==> config.mk <==
export PLATFORM = sky130hd
export DESIGN_NAME = apr_mix
export DESIGN_NICKNAME = d
export VERILOG_FILES = /design/src/apr_pkg.sv /design/src/apr_mix.sv
export SDC_FILE = /design/constraint.sdc
export NUM_CORES = 1
export LEC_CHECK = 0
export BUFFER_PORTS_ARGS = -buffer_cell sky130_fd_sc_hd__buf_2
export CAP_MARGIN = 20
export CORE_MARGIN = 2
export CORE_UTILIZATION = 52
export DETAILED_ROUTE_END_ITERATION = 8
export PLACE_DENSITY_LB_ADDON = 0.05
export SYNTH_ARGS = -nofsm -noshare
export SYNTH_HDL_FRONTEND = slang
export SYNTH_SLANG_ARGS = --single-unit
==> constraint.sdc <==
create_clock -name vclk -period 8.5
set_clock_uncertainty 0.2 [all_clocks]
set_input_delay 1.275 -clock vclk [all_inputs]
set_output_delay 1.275 -clock vclk [all_outputs]
set_load 0.05 [all_outputs]
==> src/apr_pkg.sv <==
`timescale 1ns / 1ps

package apr_pkg;

  localparam int IndexBits = 20;
  localparam int FracBits  = 30;
  localparam int AmpBits   = 32;
  localparam int ProdBits  = 2 * AmpBits;
  localparam int SumBits   = ProdBits + 1;
  localparam int PosBits   = 5;
  localparam int CfgIdxBits = 3;

  typedef logic [IndexBits-1:0]       idx_t;
  typedef logic signed [AmpBits-1:0]  amp_t;
  typedef logic signed [ProdBits-1:0] prod_t;
  typedef logic signed [SumBits-1:0]  sum_t;
  typedef logic [PosBits-1:0]         pos_t;

  typedef enum logic {
    KindImag = 1'b0,
    KindReal = 1'b1
  } rot_kind_e;

  typedef enum logic {
    ModeExplicit  = 1'b0,
    ModeGenerated = 1'b1
  } idx_mode_e;

  typedef enum logic [CfgIdxBits-1:0] {
    RegRotationKind = 3'd0,
    RegIndexMode    = 3'd1,
    RegCosCoeff     = 3'd2,
    RegPairXmask    = 3'd3,
    RegPairBit      = 3'd4,
    RegParityMask   = 3'd5
  } cfg_reg_e;

  typedef struct packed {
    idx_mode_e index_mode;
    idx_t      pair_xmask;
    pos_t      ins_pos;
    idx_t      parity_mask;
  } idx_cfg_t;

  typedef struct packed {
    idx_t left;
    idx_t right;
    logic flip;
  } idx_res_t;

endpackage

==> src/apr_mix.sv <==
`timescale 1ns / 1ps

module apr_mix (
  input  apr_pkg::prod_t prod_a_i,
  input  apr_pkg::prod_t prod_b_i,
  input  logic           sub_i,
  output apr_pkg::amp_t  res_o
);
  import apr_pkg::*;

  localparam sum_t RoundHalf = sum_t'(1) <<< (FracBits - 1);
  localparam amp_t AmpMax    = {1'b0, {(AmpBits-1){1'b1}}};
  localparam amp_t AmpMin    = {1'b1, {(AmpBits-1){1'b0}}};

  sum_t a_ext;
  sum_t b_ext;
  sum_t sum;
  logic [SumBits-FracBits-AmpBits:0] upper;

  always_comb begin
    a_ext = sum_t'(prod_a_i);
    b_ext = sum_t'(prod_b_i);
    sum   = a_ext + (sub_i ? -b_ext : b_ext) + RoundHalf;
    upper = sum[SumBits-1:FracBits+AmpBits-1];
    if ((&upper) || !(|upper)) begin
      res_o = sum[FracBits+AmpBits-1:FracBits];
    end else if (sum[SumBits-1]) begin
      res_o = AmpMin;
    end else begin
      res_o = AmpMax;
    end
  end

endmodule

# == After elaboration in Yosys (flattened, before gate mapping) ==
# Index checks and enable logic that the tools add are counted.
# Widths: inputs -> output; s select.
# word_totals
ff_bits,0
in_bits,129
output_inout_bits,32
word_cells,10
# classes
n_addsub,3
mux,3
n_reduce_logical,4
# op_table
op,n
$add 64x65->65,1
$add 65x31->65 const B,1
$mux 65,1
$neg 64->65,1
$mux 32,2
$reduce_and 4->1,1
$reduce_or 4->1,1
$logic_not 1->1,1
$logic_or 1x1->1,1

# == Longest topological paths before layout ==
# depth
ltp_word,8
depth_mapped,23
mapped_depth_nobuf,21

# == Worst setup path before layout ==
# Ideal clock, no wire load.
# synth_timing
kind,input -> output
from,in prod_b_i[14]
to,out res_o[13]
arrival_ps,8315
required_time_ps,7025
slack_ps,-1290
cell_stages,23
n_path_buf,3
path_cell_list,or4_4 -> or4_4 -> nor4b_4 -> nand2_2 -> or3_1 -> buf_2 -> or3_4 -> or2_4 -> o21ai_0 -> xnor2_1 -> ha_1 -> ha_1 -> clkbuf_1 -> nand3_1 -> or2_2 -> nor2_1 -> nor2_1 -> o211ai_1 -> o221ai_1 -> nor4_1 -> nand3_1 -> clkbuf_1 -> o311ai_0
# synth_between
elab_chain_cells,8
elab_cells_between_ends,10
cone_classes,add/sub (3); mux (3); reduce/logical (4)
# synth_rtl
item,line_no,rtl
start: declaration,apr_mix.sv:5,"input apr_pkg::prod_t prod_b_i,"
$neg 64->65,apr_mix.sv:23,sum = a_ext + (sub_i ? -b_ext : b_ext) + RoundHalf;
$mux 65 (*),apr_mix.sv:23,
$add 64x65->65 (*),apr_mix.sv:23,
$add 65x31->65 (*),apr_mix.sv:23,
$reduce_or 4->1,apr_mix.sv:25,if ((&upper) || !(|upper)) begin
$logic_not 1->1,apr_mix.sv:25,
$logic_or 1x1->1,apr_mix.sv:25,
$mux 32 (*),apr_mix.sv:25,
end: declaration,apr_mix.sv:7,output apr_pkg::amp_t res_o
# Every way passes the cells marked *; elsewhere a longest branch is shown, timed or not.

# == Final worst setup path ==
# layout_timing
from,in prod_b_i[36]
to,out res_o[11]
# Same word-level chain as after synthesis.

==> metrics.md <==
| Metric | Value |
|---|---|
| Total power | 1630 µW |
| Drt pass-1 iters | 5 |
| Final WS setup | 0.0186 ns |
| Critical path fanouts, max | 8 |
| Reg power frac | 0 |
| Worst hold stages | 7 |
| Grt met2 use | 0.570 |
| Slew HR | 0.428 |
| Gpl congestion | 0.991 |
| Power share of the clock group | 0 |
| Clock buffer count | 0 |
| Site Rows | 41 |
| Cell mode on critical path | or3_4 |
| Sw frac | 0.620 |
| Detailed placer's ending HPWL | 21.5 mm |
| Tightest Hold Check Type | in2out |
| Net Sw Power | 1010 µW |
| IO Port Bufs | 161 |
| Busiest grt layer | met2 |
| Synth unique cells | 63 |
| Final Hold Fails | 0 |
| Die extent in y | 118 µm |
| Yosys top cell by area | ha_1 |
| Ys Warns | 0 |
| DRT Wirelength | 25.8 mm |
| Most frequent cells in the layout | 132 x buf_4, 131 x buf_2, 116 x ha_1, 110 x nand2_1, 77 x a21oi_1 |
| Post-synthesis sequential area ratio | 0 |
| LEAKAGE | 0.00404 µW |
| First-pass GRT wire length | 39.9 mm |
| Vias per std cell | 6.41 |
| Tcrit/Tclk final | 0.998 |
| Register area | 0 µm² |
| Grt total ovfl | 0 |
| Total track usage | 0.344 |
| Area share of the largest cell type after synthesis | 0.235 |
| Layout Nets | 1,477 |
| Met1 Use GR | 0.468 |
| Worst-Margin Slew | 0.858 ns |
| Setup slack at placement | -0.128 ns |
| Max-Cap Viols | 0 |
| Unrepaired setup endpoints after global routing | yes |
| Combinational share of power | 1.000 |
| Crit. End Element | output port |
| Area contributors post-synth | ha_1 23%, xnor2_1 8.9%, a21oi_1 6.3% |
| Area added between synthesis and finish | 35.9% |
| Routed len/inst | 18.5 µm |
| CP Cell Sequence | buf_2 > or4_4 > or3_4 > or3_4 > or4_4 > or3_4 > or2_4 > o41ai_4 > xnor2_1 > ha_1 > ha_4 > a21oi_4 > nor2_2 > o41ai_2 > buf_4 > o211ai_1 > nor4_2 > nor4_2 > buf_4 > o311ai_4 > buf_12 > clkbuf_16 > o211ai_1 > clkbuf_4 |
| Largest net degree at the start of global routing | 46 |
| Die Wd | 118 µm |
| Hold EP | res_o[1] |
| Fillers | 1,175 |
| Fmax | 118 MHz |
| Core Footprint | 0.0126 mm² |
| Die area | 0.0138 mm² |
| Startpoint types | input port |
| Crit path arrival time | 7.01 ns |
| # diodes | 0 |
| DRC violations left | 0 |
| Initial Utilization | 0.532 |
| Mapped Area | 0.00672 mm² |
| WS Path Type | in2out |
| Antenna Nets Post-Route | 0 |
| # setup viols final | 0 |
| Routed vias | 8,921 |
| Share of cells above drive strength 1 | 0.306 |
| Power Density | 178 mW/mm² |
| Vias in the first global route | 8,041 |
| Gate Count Post-Synth | 986 |
| Req. time, crit path | 7.03 ns |
| Status | finished clean |
| Hold Crit Start | prod_a_i[31] |
| Initial antenna violation count | 0 |
| Slew Limit Fails | 0 |
| Mapped Nets | 1,241 |
| Largest stage delay, worst path | 0.54 ns |
| 1st-iter DRT viols | 772 |
| Worst path slowest cell | or4_4 |
| Internal | 619 µW |
| Commonest non-fill, non-tap cell in the layout | buf_4 |
| Seq Cell Count | 0 |
| Top-Level Pins | 161 |
| Peak supply drop | 0.000123 V |
| Final Critical Period | 8.48 ns |
| Met3 Resource Use GR | 0.0368 |
| Mapped Avg Cell Area | 6.81 µm² |
synth_stat cells, types with 7 or more instances:
master and n:
o31ai_1 24, nor2_1 46, clkbuf_1 46, o41ai_1 12, or3_1 20, o21bai_1 16
nand2_1 110, a21o_1 29, a211oi_1 7, nand2b_1 9, o211ai_1 37, a21oi_1 84
xor2_1 11, o2111ai_1 7, o21a_1 11, ha_1 126, inv_1 26, xnor2_1 68
and3_1 8, o21ai_0 67, nor3_1 23, nor4_1 13, or2_2 7, nand4_1 36
nand3_1 54
how the worst max path moves through the flow:
stage	start	to	slack (ns)	depth (start not counted)
6_report	prod_b_i[36]	res_o[11]	0.02	24
5_1_grt	prod_b_i[36]	res_o[11]	-0.08	24
4_1_cts	prod_b_i[14]	res_o[12]	0.003	24
3_5_place_dp	prod_b_i[14]	res_o[21]	-0.13	24
3_3_place_gp	prod_b_i[14]	res_o[8]	-0.003	23
2_1_floorplan	prod_b_i[14]	res_o[10]	-0.24	21
worst max-delay path: cells and delay by family:
kind | cells | cell delay (ns)
AO/OA/AOI/OAI | 6 | 1.15
XOR/XNOR | 1 | 0.17
adder cells (fa/ha/maj) | 2 | 0.59
buffers and inverters | 6 | 1.03
AND/OR/NAND/NOR | 9 | 2.77
layer usage:
metal  routed length [µm]  share of wire  vias up
li1                     -              -     4304
met1                11200           0.43     4125
met2                11600           0.45      442
met3                 2270          0.088       50
met4                  790          0.031        0
met5                    0              0        -
power groups by stage:
stage / Combinational [µW] / Sequential (µW) / Clock (µW)
after floorplan: 1040 / 0 / 0
after global placement: 1430 / 0 / 0
after detailed placement: 1440 / 0 / 0
after CTS: 1470 / 0 / 0
after global routing: 1740 / 0 / 0
final: 1630 / 0 / 0
metrics by stage:
| stage | area (µm²) | setup TNS [ns] | hold WS, ns | util | instances |
|---|---|---|---|---|---|
| CTS | 8570 | 0 | 3.21 | 0.679 | 1380 |
| global placement | 8520 | -0.00524 | 3.20 | 0.675 | 1380 |
| global route | 9120 | -1.36 | 3.27 | 0.723 | 1392 |
| detailed placement | 8520 | -3.53 | 3.21 | 0.675 | 1380 |
| finish | 9120 | 0 | 3.22 | 0.723 | 1392 |
| floorplan | 6860 | -6.46 | 3.01 | - | 986 |
cell families after synthesis:
kind of cell             Yosys count  share of synthesized area
AO/OA/AOI/OAI                    349                      0.348
XOR/XNOR                          79                      0.103
adder cells (fa/ha/maj)          126                      0.235
buffers and inverters             75                     0.0421
multiplexers                       5                    0.00764
AND/OR/NAND/NOR                  352                      0.264
timing repair:
action	in CTS	in global routing
pin swaps	1	22
gates cloned	0	3
setup endpoints to repair	31	32
buffers inserted	0	9
resized for setup	15	108
hold buffers	0	0
cell type report:
type / count / area [µm²] / share of cell area
Multi-Input combinational cell: 911 / 6900 / 0.757
Tap cell: 172 / 215 / 0.0236
Inverter: 26 / 97.6 / 0.0107
Timing Repair Buffer: 283 / 1910 / 0.209
Note: power is estimated with default switching activity, not from simulation.
