$ cat config.mk
export PLATFORM = sky130hd
export DESIGN_NAME = apr_index_gen
export DESIGN_NICKNAME = d
export VERILOG_FILES = /design/src/apr_pkg.sv /design/src/apr_index_gen.sv
export SDC_FILE = /design/constraint.sdc
export NUM_CORES = 1
export LEC_CHECK = 0
export BUFFER_PORTS_ARGS = -buffer_cell sky130_fd_sc_hd__buf_2
export CAP_MARGIN = 10
export CORE_MARGIN = 8
export CORE_UTILIZATION = 44
export DETAILED_ROUTE_END_ITERATION = 8
export PLACE_DENSITY_LB_ADDON = 0.1
export SLEW_MARGIN = 10
export SYNTH_ARGS = -nofsm -noshare
export SYNTH_HDL_FRONTEND = slang
export SYNTH_SLANG_ARGS = --single-unit
$ cat constraint.sdc
create_clock -name vclk -period 3.95
set_clock_uncertainty 0.1 [all_clocks]
set_input_delay 0.1975 -clock vclk [all_inputs]
set_output_delay 0.1975 -clock vclk [all_outputs]
set_load 0.005 [all_outputs]
$ cat src/apr_pkg.sv
`timescale 1ns / 1ps

package apr_pkg;

  localparam int IndexBits = 20;
  localparam int FracBits  = 30;
  localparam int AmpBits   = 32;
  localparam int ProdBits  = 2 * AmpBits;
  localparam int SumBits   = ProdBits + 1;
  localparam int PosBits   = 5;
  localparam int CfgIdxBits = 3;

  typedef logic [IndexBits-1:0]       idx_t;
  typedef logic signed [AmpBits-1:0]  amp_t;
  typedef logic signed [ProdBits-1:0] prod_t;
  typedef logic signed [SumBits-1:0]  sum_t;
  typedef logic [PosBits-1:0]         pos_t;

  typedef enum logic {
    KindImag = 1'b0,
    KindReal = 1'b1
  } rot_kind_e;

  typedef enum logic {
    ModeExplicit  = 1'b0,
    ModeGenerated = 1'b1
  } idx_mode_e;

  typedef enum logic [CfgIdxBits-1:0] {
    RegRotationKind = 3'd0,
    RegIndexMode    = 3'd1,
    RegCosCoeff     = 3'd2,
    RegPairXmask    = 3'd3,
    RegPairBit      = 3'd4,
    RegParityMask   = 3'd5
  } cfg_reg_e;

  typedef struct packed {
    idx_mode_e index_mode;
    idx_t      pair_xmask;
    pos_t      ins_pos;
    idx_t      parity_mask;
  } idx_cfg_t;

  typedef struct packed {
    idx_t left;
    idx_t right;
    logic flip;
  } idx_res_t;

endpackage

$ cat src/apr_index_gen.sv
`timescale 1ns / 1ps

module apr_index_gen (
  input  apr_pkg::idx_cfg_t cfg_i,
  input  apr_pkg::idx_t     left_index_i,
  input  apr_pkg::idx_t     right_index_i,
  output apr_pkg::idx_res_t res_o
);
  import apr_pkg::*;

  idx_t keep_mask;
  idx_t inserted;
  idx_t left;

  always_comb begin
    keep_mask = (idx_t'(1) << cfg_i.ins_pos) - idx_t'(1);
    inserted  = (left_index_i & keep_mask) | ((left_index_i & ~keep_mask) << 1);
    unique case (cfg_i.index_mode)
      ModeGenerated: begin
        left        = inserted;
        res_o.right = inserted ^ cfg_i.pair_xmask;
      end
      default: begin
        left        = left_index_i;
        res_o.right = right_index_i;
      end
    endcase
    res_o.left = left;
    res_o.flip = ^(left & cfg_i.parity_mask);
  end

endmodule

* After elaboration in Yosys (flattened, before gate mapping)
Index checks and enable logic that the tools add are counted.
** Storage, ports and cells
- Input bits :: 86
- Register bits :: 0
- Logic and storage cells :: 11
- Output and inout bits :: 41
** Operators by class
- Reductions and logical operators :: 1
- $add $sub $neg :: 1
- Bitwise logic cells :: 6
- Mux-type cells :: 2
- Shift operators :: 1
** Operators with widths (number)
- $and A20 B20 Y20 :: 2
- $mux W20 :: 2
- $or A20 B20 Y20 :: 1
- $reduce_xor A20 Y1 :: 1
- $shl A1 B5 Y20 const A :: 1
- $sub A20 B1 Y20 const B :: 1
- $xor A20 B20 Y20 :: 1
- $and A19 B19 Y19 :: 1
- $not A19 Y19 :: 1

* Longest topological paths before layout
Gate-level depths: netlist (run 1).
- Depth in word-level cells :: 8
- Mapped depth :: 14
- Mapped depth without buffers :: 10

* Worst setup path after synthesis (run 1)
No wires, ideal clock.
- Path type :: input-to-output
- From :: input cfg_i[22] in the netlist's numbering
- To :: output res_o[0] in the netlist's numbering
- Stages :: 12
- Data required time :: 3652 ps
- Setup slack :: 239 ps
- Buffers on the path :: 2
- Data arrival time :: 3414 ps
- Cells stage by stage :: clkbuf_1 -> or3_1 -> or3_1 -> ha_1 -> buf_2 -> or3_1 -> o32a_1 -> o211ai_2 -> nand2_1 -> xnor3_1 -> xor3_1 -> xnor3_1
** RTL lines
- from (decl) :: line apr_index_gen.sv:4 : input apr_pkg::idx_cfg_t cfg_i,
- to (decl) :: line apr_index_gen.sv:7 : output apr_pkg::idx_res_t res_o

==> results.ini, run 1 <==
[min_path]
hp-class = primary input to output port
min_path_cells = 3
min_from = right_index_i[14]
min_to = res_o[15]

[drt]
drt-wirelength-per-cell_microns = 15.7
drc = 0
firstDrtPassIters = 4
ant_nets = 0
vias = 2492
avgViaCountPerCell = 5.64
drt-total-wl_microns = 6940
drtIter0Drc = 145

[yosys]
syn_inst = 273
ys_seq_area_frac = 0
synth.distinct_cells = 59
syn_area_per_cell_sq_um = 6.82
ys_warn_count = 0
syn_area_sq_mm = 0.00186
synth_fp_nets = 360

[finish]
diodes = 0
final_net_count = 481
regArea_sq_um = 0
area_delta_synth_final_pct = 38.0
clkbuf_count = 0
final_cells = 442
drive_gt1_frac = 0.421
seq_cell_count = 0

[timing]
relSlewSlack = 0.676
finalCriticalPeriod_ns = 3.82
fmax_mhz = 262
rsz0062_at_grt = no
final.setup.tns_ns = 0
tightest_slew_ns = 0.481
setup_viol = 0
finalMaxSlewViolations = 0
finalCritPeriodShare = 0.967
holdWs_ns = 0.590
hold_viol_final = 0

[power_and_ir_drop]
p_leak_uw = 0.00125
powerDensity_mw_per_mm2 = 146
irDropWorstVdd_mv = 0.0827

[clocking]
postCtsHoldBufs = 0

[placement]
place_hpwl_microns = 5740
dp.cells = 442
place.port_buffers = 127
gp_congestion = 0.933

[floorplan]
dieArea_sq_mm = 0.00657
die_y_microns = 81.1
core_sq_mm = 0.00403
fp-row-count = 23
start_util = 0.462
pin_count = 127
dieWidth_microns = 81.1

[global_route]
antenna_found_initial = 0
grt_pass1_vias = 2347
grt.total_usage = 0.194
grt_overflow = 0
grt_max_degree = 32
grt_pass1_wl_microns = 10700

[critical_path]
slowest_delay_ns = 0.47
end_kind = output port
crit_fanout = 17
critPathKind = primary input to output port
slowest_stage = or4_1
path_delay_family = simple AND/OR/NAND/NOR gates
start_kind = primary input
arrival_ns = 3.52
cp.required_ns = 3.65
path_buf_inv = 3
crit_chain = buf_2 > or3_1 > or3_1 > ha_1 > buf_4 > or4_1 > o21ai_1 > a221oi_1 > a22o_1 > and2_1 > xor3_1 > xnor3_1 > buf_2

[run]
cap_violations = 0

[run_status]
status = finished, final reports clean

placed cells by master (no fill, tap or decap), types with 10 or more instances in the layout:
cell and count:
inv_1 13, xnor2_1 18, buf_2 127, nand3_1 11, o21ai_0 13, a21oi_1 14
nand2_1 33, buf_4 10, nor2_1 13, mux2_2 18, nor2b_1 12
Yosys cell counts (3+ instances only):
| cell type | n | area (sq um) |
|---|---|---|
| a31oi_1 | 3 | 18.8 |
| clkbuf_1 | 15 | 56.3 |
| nand2b_1 | 4 | 25.0 |
| a221oi_1 | 3 | 26.3 |
| a22oi_1 | 5 | 37.5 |
| a21boi_1 | 4 | 30.0 |
| o21ai_1 | 6 | 30.0 |
| xnor2_1 | 18 | 158 |
| xnor3_1 | 5 | 113 |
| xor2_1 | 5 | 43.8 |
| inv_1 | 13 | 48.8 |
| nand3_1 | 11 | 55.1 |
| and2_1 | 5 | 31.3 |
| a21boi_0 | 3 | 22.5 |
| a21oi_1 | 15 | 75.1 |
| nor2_1 | 13 | 48.8 |
| or3_1 | 4 | 25.0 |
| o21a_1 | 4 | 30.0 |
| o21ai_0 | 13 | 65.1 |
| o31ai_1 | 6 | 45.0 |
| nand2_1 | 33 | 124 |
| a22o_1 | 3 | 26.3 |
| a21o_1 | 3 | 22.5 |
| mux2_2 | 18 | 203 |
| nor2b_1 | 12 | 75.1 |
worst min-delay path, delay by kind of cell:
| family | cells | cell delay [ns] |
|---|---|---|
| buf+inv | 2 | 0.17 |
| mux | 1 | 0.12 |
where the power goes:
| group | internal (uW) | switching [uW] | leakage, uW |
|---|---|---|---|
| Sequential | 0 | 0 | 0 |
| Clock | 0 | 0 | 0 |
| Combinational | 205 | 171 | 0.00125 |
| Total | 205 | 171 | 0.00125 |
area by class of cell:
cell class,instances,area (sq um)
Fill cell,396,1460
Multi-Input combinational cell,242,1750
Timing Repair Buffer,137,711
Tap cell,50,62.6
Inverter,13,48.8
stage by stage:
step	setup slack [ns]	total power (uW)	instance area (sq um)	utilization
after global routing	0.0119	411	2570	0.638
after CTS	0.115	379	2560	0.637
after floorplan	0.239	229	1860	-
after global placement	0.207	372	2560	0.637
final	0.130	376	2570	0.638
after detailed placement	0.121	377	2560	0.637
layer usage:
layer,wire length [microns],vias up,share of wire,GRT usage
met5,0,-,0,0
met4,70,0,0.010,0.0214
met3,650,6,0.094,0.0298
met2,3420,117,0.49,0.350
met1,2790,1113,0.40,0.243
li1,-,1256,-,-
how the worst max path moves through the flow:
| stage | from | end | slack, ns | cells past startpoint |
|---|---|---|---|---|
| 2_1_floorplan | cfg_i[22] | res_o[0] | 0.24 | 12 |
| 5_1_grt | cfg_i[24] | res_o[0] | 0.01 | 12 |
| 4_1_cts | cfg_i[24] | res_o[0] | 0.12 | 13 |
| 3_5_place_dp | cfg_i[24] | res_o[0] | 0.12 | 13 |
| 6_report | cfg_i[24] | res_o[0] | 0.13 | 13 |
| 3_3_place_gp | cfg_i[24] | res_o[0] | 0.21 | 12 |
cell families (layout without fill, tap and decap cells):
| logic type | Yosys count | count (layout) | synth area share |
|---|---|---|---|
| compound gates | 95 | 95 | 0.362 |
| xor+xnor | 29 | 29 | 0.181 |
| mux | 18 | 18 | 0.109 |
| fa+ha+maj | 1 | 1 | 0.00672 |
| simple gates | 99 | 99 | 0.277 |
| buf+inv | 31 | 150 | 0.0638 |
timing repair:
item,4_1_cts,5_1_grt
setup buffers,0,0
resized for setup,0,1
endpoints found under the setup margin,0,1
Note: power is estimated with default switching activity, not from simulation.
==> run 2, diff against run 1 <==
--- a/config.mk
+++ b/config.mk
@@ -5,12 +5,13 @@
 export SDC_FILE = /design/constraint.sdc
 export NUM_CORES = 1
 export LEC_CHECK = 0
-export BUFFER_PORTS_ARGS = -buffer_cell sky130_fd_sc_hd__buf_2
+export BUFFER_PORTS_ARGS = -buffer_cell sky130_fd_sc_hd__buf_4
 export CAP_MARGIN = 10
 export CORE_MARGIN = 8
 export CORE_UTILIZATION = 44
 export DETAILED_ROUTE_END_ITERATION = 8
-export PLACE_DENSITY_LB_ADDON = 0.1
+export MAX_ROUTING_LAYER = met4
+export PLACE_DENSITY_LB_ADDON = 0.08
 export SLEW_MARGIN = 10
 export SYNTH_ARGS = -nofsm -noshare
 export SYNTH_HDL_FRONTEND = slang
==> run 2 against run 1 <==
Effect of this change: fmax rose by 0.73%; hold slack improved by 0.0029 ns; largest cell class unchanged; wire length is 8.4% higher; largest power group unchanged; final cell count fell by 0.23%.
==> results.ini, run 2 (synthesis gave the netlist of run 1 again) <==
[critical_path]
slowest_stage = or4_1
crit_fanout = 10  ; -7
critPathKind = primary input to output port
arrival_ns = 3.49  ; -0.03 ns
critPathMostFrequentCell = buf_4
crit_chain = buf_4 > or3_1 > or3_1 > ha_1 > buf_4 > or4_1 > o21ai_1 > a221oi_1 > a22o_1 > and2_1 > xor3_1 > xnor3_1 > buf_4
cp.required_ns = 3.65  ; about the same
start_kind = primary input
end_kind = output port
slowest_delay_ns = 0.45  ; -0.02 ns

[drt]
firstDrtPassIters = 4  ; unchanged
ant_nets = 0  ; unchanged
drtIter0Drc = 145  ; unchanged
avgViaCountPerCell = 5.74  ; +1.9%
drt-total-wl_microns = 7520  ; +8.4%
drt-wirelength-per-cell_microns = 17.1  ; +8.7%
vias = 2533  ; +1.6%
drc = 0  ; unchanged

[floorplan]
die_y_microns = 81.1  ; unchanged
fp-row-count = 23  ; unchanged
dieWidth_microns = 81.1  ; unchanged
core_sq_mm = 0.00403  ; unchanged
dieArea_sq_mm = 0.00657  ; unchanged
pin_count = 127  ; unchanged
start_util = 0.462  ; unchanged

[finish]
diodes = 0  ; unchanged
drive_gt1_frac = 0.419  ; -0.00148
mostFrequentLayoutCells = buf_4 (136), nand2_1 (33), mux2_2 (18), xnor2_1 (18), a21oi_1 (14)
final_net_count = 480  ; -0.21%
final_cells = 441  ; -0.23%
area_delta_synth_final_pct = 54.6
seq_cell_count = 0  ; unchanged
fillers = 361  ; -8.8%
regArea_sq_um = 0  ; unchanged
multi_input_area_sq_mm = 0.00175  ; unchanged
clkbuf_count = 0  ; unchanged
final_common_cell = buf_4

[placement]
dp.cells = 441  ; -0.23%
place_hpwl_microns = 6190  ; +7.7%
place.port_buffers = 127  ; unchanged
gp_congestion = 0.941  ; +0.81%

[timing]
setup_viol = 0  ; unchanged
finalMaxSlewViolations = 0  ; unchanged
tightest_slew_ns = 0.542  ; +0.0602 ns
hold_viol_final = 0  ; unchanged
relSlewSlack = 0.639  ; -0.0374
finalCritPeriodShare = 0.960  ; -0.00698
finalCriticalPeriod_ns = 3.79  ; -0.0276 ns
fmax_mhz = 264  ; +0.73%

[global_route]
grt_pass1_wl_microns = 11800  ; +10%
antenna_found_initial = 0  ; unchanged
grt_max_degree = 32  ; unchanged
grt_overflow = 0  ; unchanged
grt_pass1_vias = 2511  ; +7.0%
grt.total_usage = 0.222  ; +0.0273

[min_path]
hp-class = primary input to output port

[power_and_ir_drop]
p_leak_uw = 0.00135  ; +8.4%
irDropWorstVdd_mv = 0.0979  ; +18%
power.total_uw = 432  ; +15%
powerDensity_mw_per_mm2 = 150  ; +2.5%

[run_status]
status = finished, final reports clean

[run]
cap_violations = 0  ; unchanged

[clocking]
postCtsHoldBufs = 0  ; unchanged

run 2: cell types whose count changed in the layout (fill, tap and decap cells not counted):
cell	before	now
buf_2	127	0
buf_4	10	136
run 2: critical path, delay by kind of cell:
kind | cells | cell delay [ns]
xor+xnor | 2 | 0.72
simple gates | 4 | 1.34
fa+ha+maj | 1 | 0.21
buf+inv | 3 | 0.44
compound gates | 3 | 0.58
run 2: per-stage QoR:
stage	TNS [ns]	util	hold WS (ns)	instance area (sq um)	setup slack, ns
6_report	0	0.715	0.593	2880	0.158
5_1_grt	-0.00447	0.715	0.600	2880	-0.00447
4_1_cts	0	0.714	0.595	2880	0.142
3_5_place_dp	0	0.714	0.594	2880	0.147
3_3_place_gp	0	0.714	0.590	2880	0.183
2_1_floorplan	0	-	0.393	1860	0.239
run 2: area by class of cell:
type,instances,area share
inverters,13,0.0169
repair buffers,136,0.355
multi-input cells,242,0.607
well taps,50,0.0217
run 2: metal layers:
layer | global-route usage | wire [microns] | vias to the layer above
met5 | - | 0 | -
met4 | 0.0464 | 191 | 0
li1 | - | - | 1255
met3 | 0.0132 | 427 | 12
met1 | 0.260 | 3090 | 1163
met2 | 0.403 | 3820 | 103
run 2: final timing paths:
| check | startpoint | endpoint | slack [ns] | cells after the start |
|---|---|---|---|---|
| max | cfg_i[24] | res_o[0] | 0.16 | 13 |
| min | right_index_i[13] | res_o[14] | 0.59 | 3 |
run 2: power breakdown:
group / internal [uW] / switching, uW / total (uW)
Sequential: 0 / 0 / 0
Clock: 0 / 0 / 0
Combinational: 256 / 176 / 432
Total: 256 / 176 / 432
run 2: what timing repair did:
action	4_1_cts	5_1_grt
setup endpoints to repair	0	1
buffers inserted	0	0
gates resized for setup	0	1
==> run 3, diff against run 2 <==
--- a/config.mk
+++ b/config.mk
@@ -11,7 +11,7 @@
 export CORE_UTILIZATION = 44
 export DETAILED_ROUTE_END_ITERATION = 8
 export MAX_ROUTING_LAYER = met4
-export PLACE_DENSITY_LB_ADDON = 0.08
+export PLACE_DENSITY = 0.84
 export SLEW_MARGIN = 10
 export SYNTH_ARGS = -nofsm -noshare
 export SYNTH_HDL_FRONTEND = slang
==> run 3 against run 2 <==
Effect of this change: fmax down 0.98%; cell area up 0.65%; count of clock-buffer cells in the layout is the same; wire length grew 1.0%; sequential cell count unchanged; non-clock buffer count decreased by 1; final cell count fell by 0.23%; global-route usage is 0.65 points lower; hold slack better by 0.00094 ns; first-iteration DRC count rose by 54%; critical path depth is the same; critical path type unchanged.
==> results.ini, run 3 (synthesis gave the netlist of run 1 again) <==
[run_status]
status = finished, final reports clean

[min_path]
hp-class = primary input to output port
min_to = res_o[8]
min_path_cells = 3  ; unchanged
min_from = right_index_i[7]

[drt]
avgViaCountPerCell = 5.88  ; +2.3%
drtIter0Drc = 224  ; +54%
drt-total-wl_microns = 7600  ; +1.0%
firstDrtPassIters = 5  ; +1
ant_nets = 0  ; unchanged
drt-wirelength-per-cell_microns = 17.3  ; +1.2%
drc = 0  ; unchanged
vias = 2586  ; +2.1%

[timing]
final.setup.tns_ns = 0  ; unchanged
hold_viol_final = 0  ; unchanged
holdWs_ns = 0.594  ; +0.000943 ns
tightest_slew_ns = 0.455  ; -0.0863 ns
finalCriticalPeriod_ns = 3.83  ; +0.0376 ns
fmax_mhz = 261  ; -0.98%
relSlewSlack = 0.694  ; +0.0549
setup_viol = 0  ; unchanged
rsz0062_at_grt = no
finalCritPeriodShare = 0.970  ; +0.00953
finalMaxSlewViolations = 0  ; unchanged

[critical_path]
path_delay_family = simple AND/OR/NAND/NOR gates
crit_chain = buf_4 > or3_1 > or3_1 > ha_1 > buf_4 > or4_4 > o21ai_4 > a221oi_2 > o21ai_1 > xnor3_1 > xnor3_1 > xnor3_1 > buf_4
end_kind = output port
crit_fanout = 17  ; +7
crit_start = cfg_i[24]
slowest_stage = or4_4
cp.required_ns = 3.65  ; about the same
critPathKind = primary input to output port
start_kind = primary input
path_buf_inv = 3  ; unchanged
slowest_delay_ns = 0.46  ; about the same
arrival_ns = 3.53  ; +0.04 ns

[finish]
seq_cell_count = 0  ; unchanged
final_net_count = 479  ; -0.21%
drive_gt1_frac = 0.428  ; +0.00877
clkbuf_count = 0  ; unchanged
final_cell_area_sq_mm = 0.00290  ; +0.65%
final_common_cell = buf_4
fin_util = 0.719  ; +0.00466
mostFrequentLayoutCells = buf_4 (135), nand2_1 (33), mux2_2 (18), xnor2_1 (18), a21oi_1 (14)
regArea_sq_um = 0  ; unchanged
diodes = 0  ; unchanged
area_delta_synth_final_pct = 55.6

[run]
cap_violations = 0  ; unchanged

[global_route]
grt.total_usage = 0.215  ; -0.00645
antenna_found_initial = 0  ; unchanged
grt_overflow = 0  ; unchanged
grt_pass1_wl_microns = 11500  ; -2.7%
grt_max_degree = 29  ; -9.4%
grt_pass1_vias = 2468  ; -1.7%

[placement]
place.port_buffers = 127  ; unchanged
gp_congestion = 0.899  ; -4.5%
place_hpwl_microns = 6230  ; +0.72%
placed_area_sq_mm = 0.00287  ; -0.26%

[floorplan]
core_sq_mm = 0.00403  ; unchanged
dieArea_sq_mm = 0.00657  ; unchanged
pin_count = 127  ; unchanged
die_y_microns = 81.1  ; unchanged
start_util = 0.462  ; unchanged
dieWidth_microns = 81.1  ; unchanged
fp-row-count = 23  ; unchanged

[power_and_ir_drop]
p_leak_uw = 0.00135  ; +0.17%
irDropWorstVdd_mv = 0.0912  ; -6.9%
powerDensity_mw_per_mm2 = 151  ; +0.51%

[clocking]
postCtsHoldBufs = 0  ; unchanged
post_cts_buffers = 0  ; unchanged

## run 3: cell count changes in the layout (fill, tap and decap cells not counted), sizes merged
| cell | change |
|---|---|
| buf | -1 |
## run 3: cell type report
| cell class | instances | area (sq um) |
|---|---|---|
| multi-input cells | 242 | 1770 |
| well taps | 50 | 62.6 |
| fillers | 361 | 1130 |
| inverters | 13 | 48.8 |
| repair buffers | 135 | 1010 |
## run 3: power breakdown
group / total [uW] / internal (uW) / switching [uW]
clock network: 0 / 0 / 0
registers: 0 / 0 / 0
logic: 437 / 256 / 182
## run 3: how the worst max path moves through the flow
stage                     cells after the start  slack (ns)        to
final                                        13        0.12  res_o[0]
after global routing                         13        0.02  res_o[0]
after CTS                                    12        0.17  res_o[0]
after detailed placement                     13        0.17  res_o[0]
after global placement                       12        0.22  res_o[0]
after floorplan                              12        0.24  res_o[0]
## run 3: per-stage QoR
| stage | std cells | setup WS [ns] | total power (uW) |
|---|---|---|---|
| after CTS | 440 | 0.166 | 434 |
| after global routing | 440 | 0.0240 | 473 |
| after floorplan | 273 | 0.239 | 229 |
| final | 440 | 0.120 | 437 |
| after detailed placement | 440 | 0.170 | 433 |
| after global placement | 440 | 0.216 | 426 |
## run 3: tightest hold or removal path: stages
cell    delay (ns)
buf_4         0.07
mux2_2        0.13
buf_4         0.10
## run 3: layer usage
layer | share of wire | vias up | track usage
met5 | 0 | - | -
met2 | 0.49 | 140 | 0.366
met1 | 0.40 | 1178 | 0.263
met4 | 0.015 | 0 | 0.0339
met3 | 0.098 | 12 | 0.0353
li1 | - | 1256 | -
## run 3: repair_timing
action                                 4_1_cts  5_1_grt
endpoints found under the hold margin        0        0
gates resized for setup                      0        7
setup endpoints to repair                    0        1
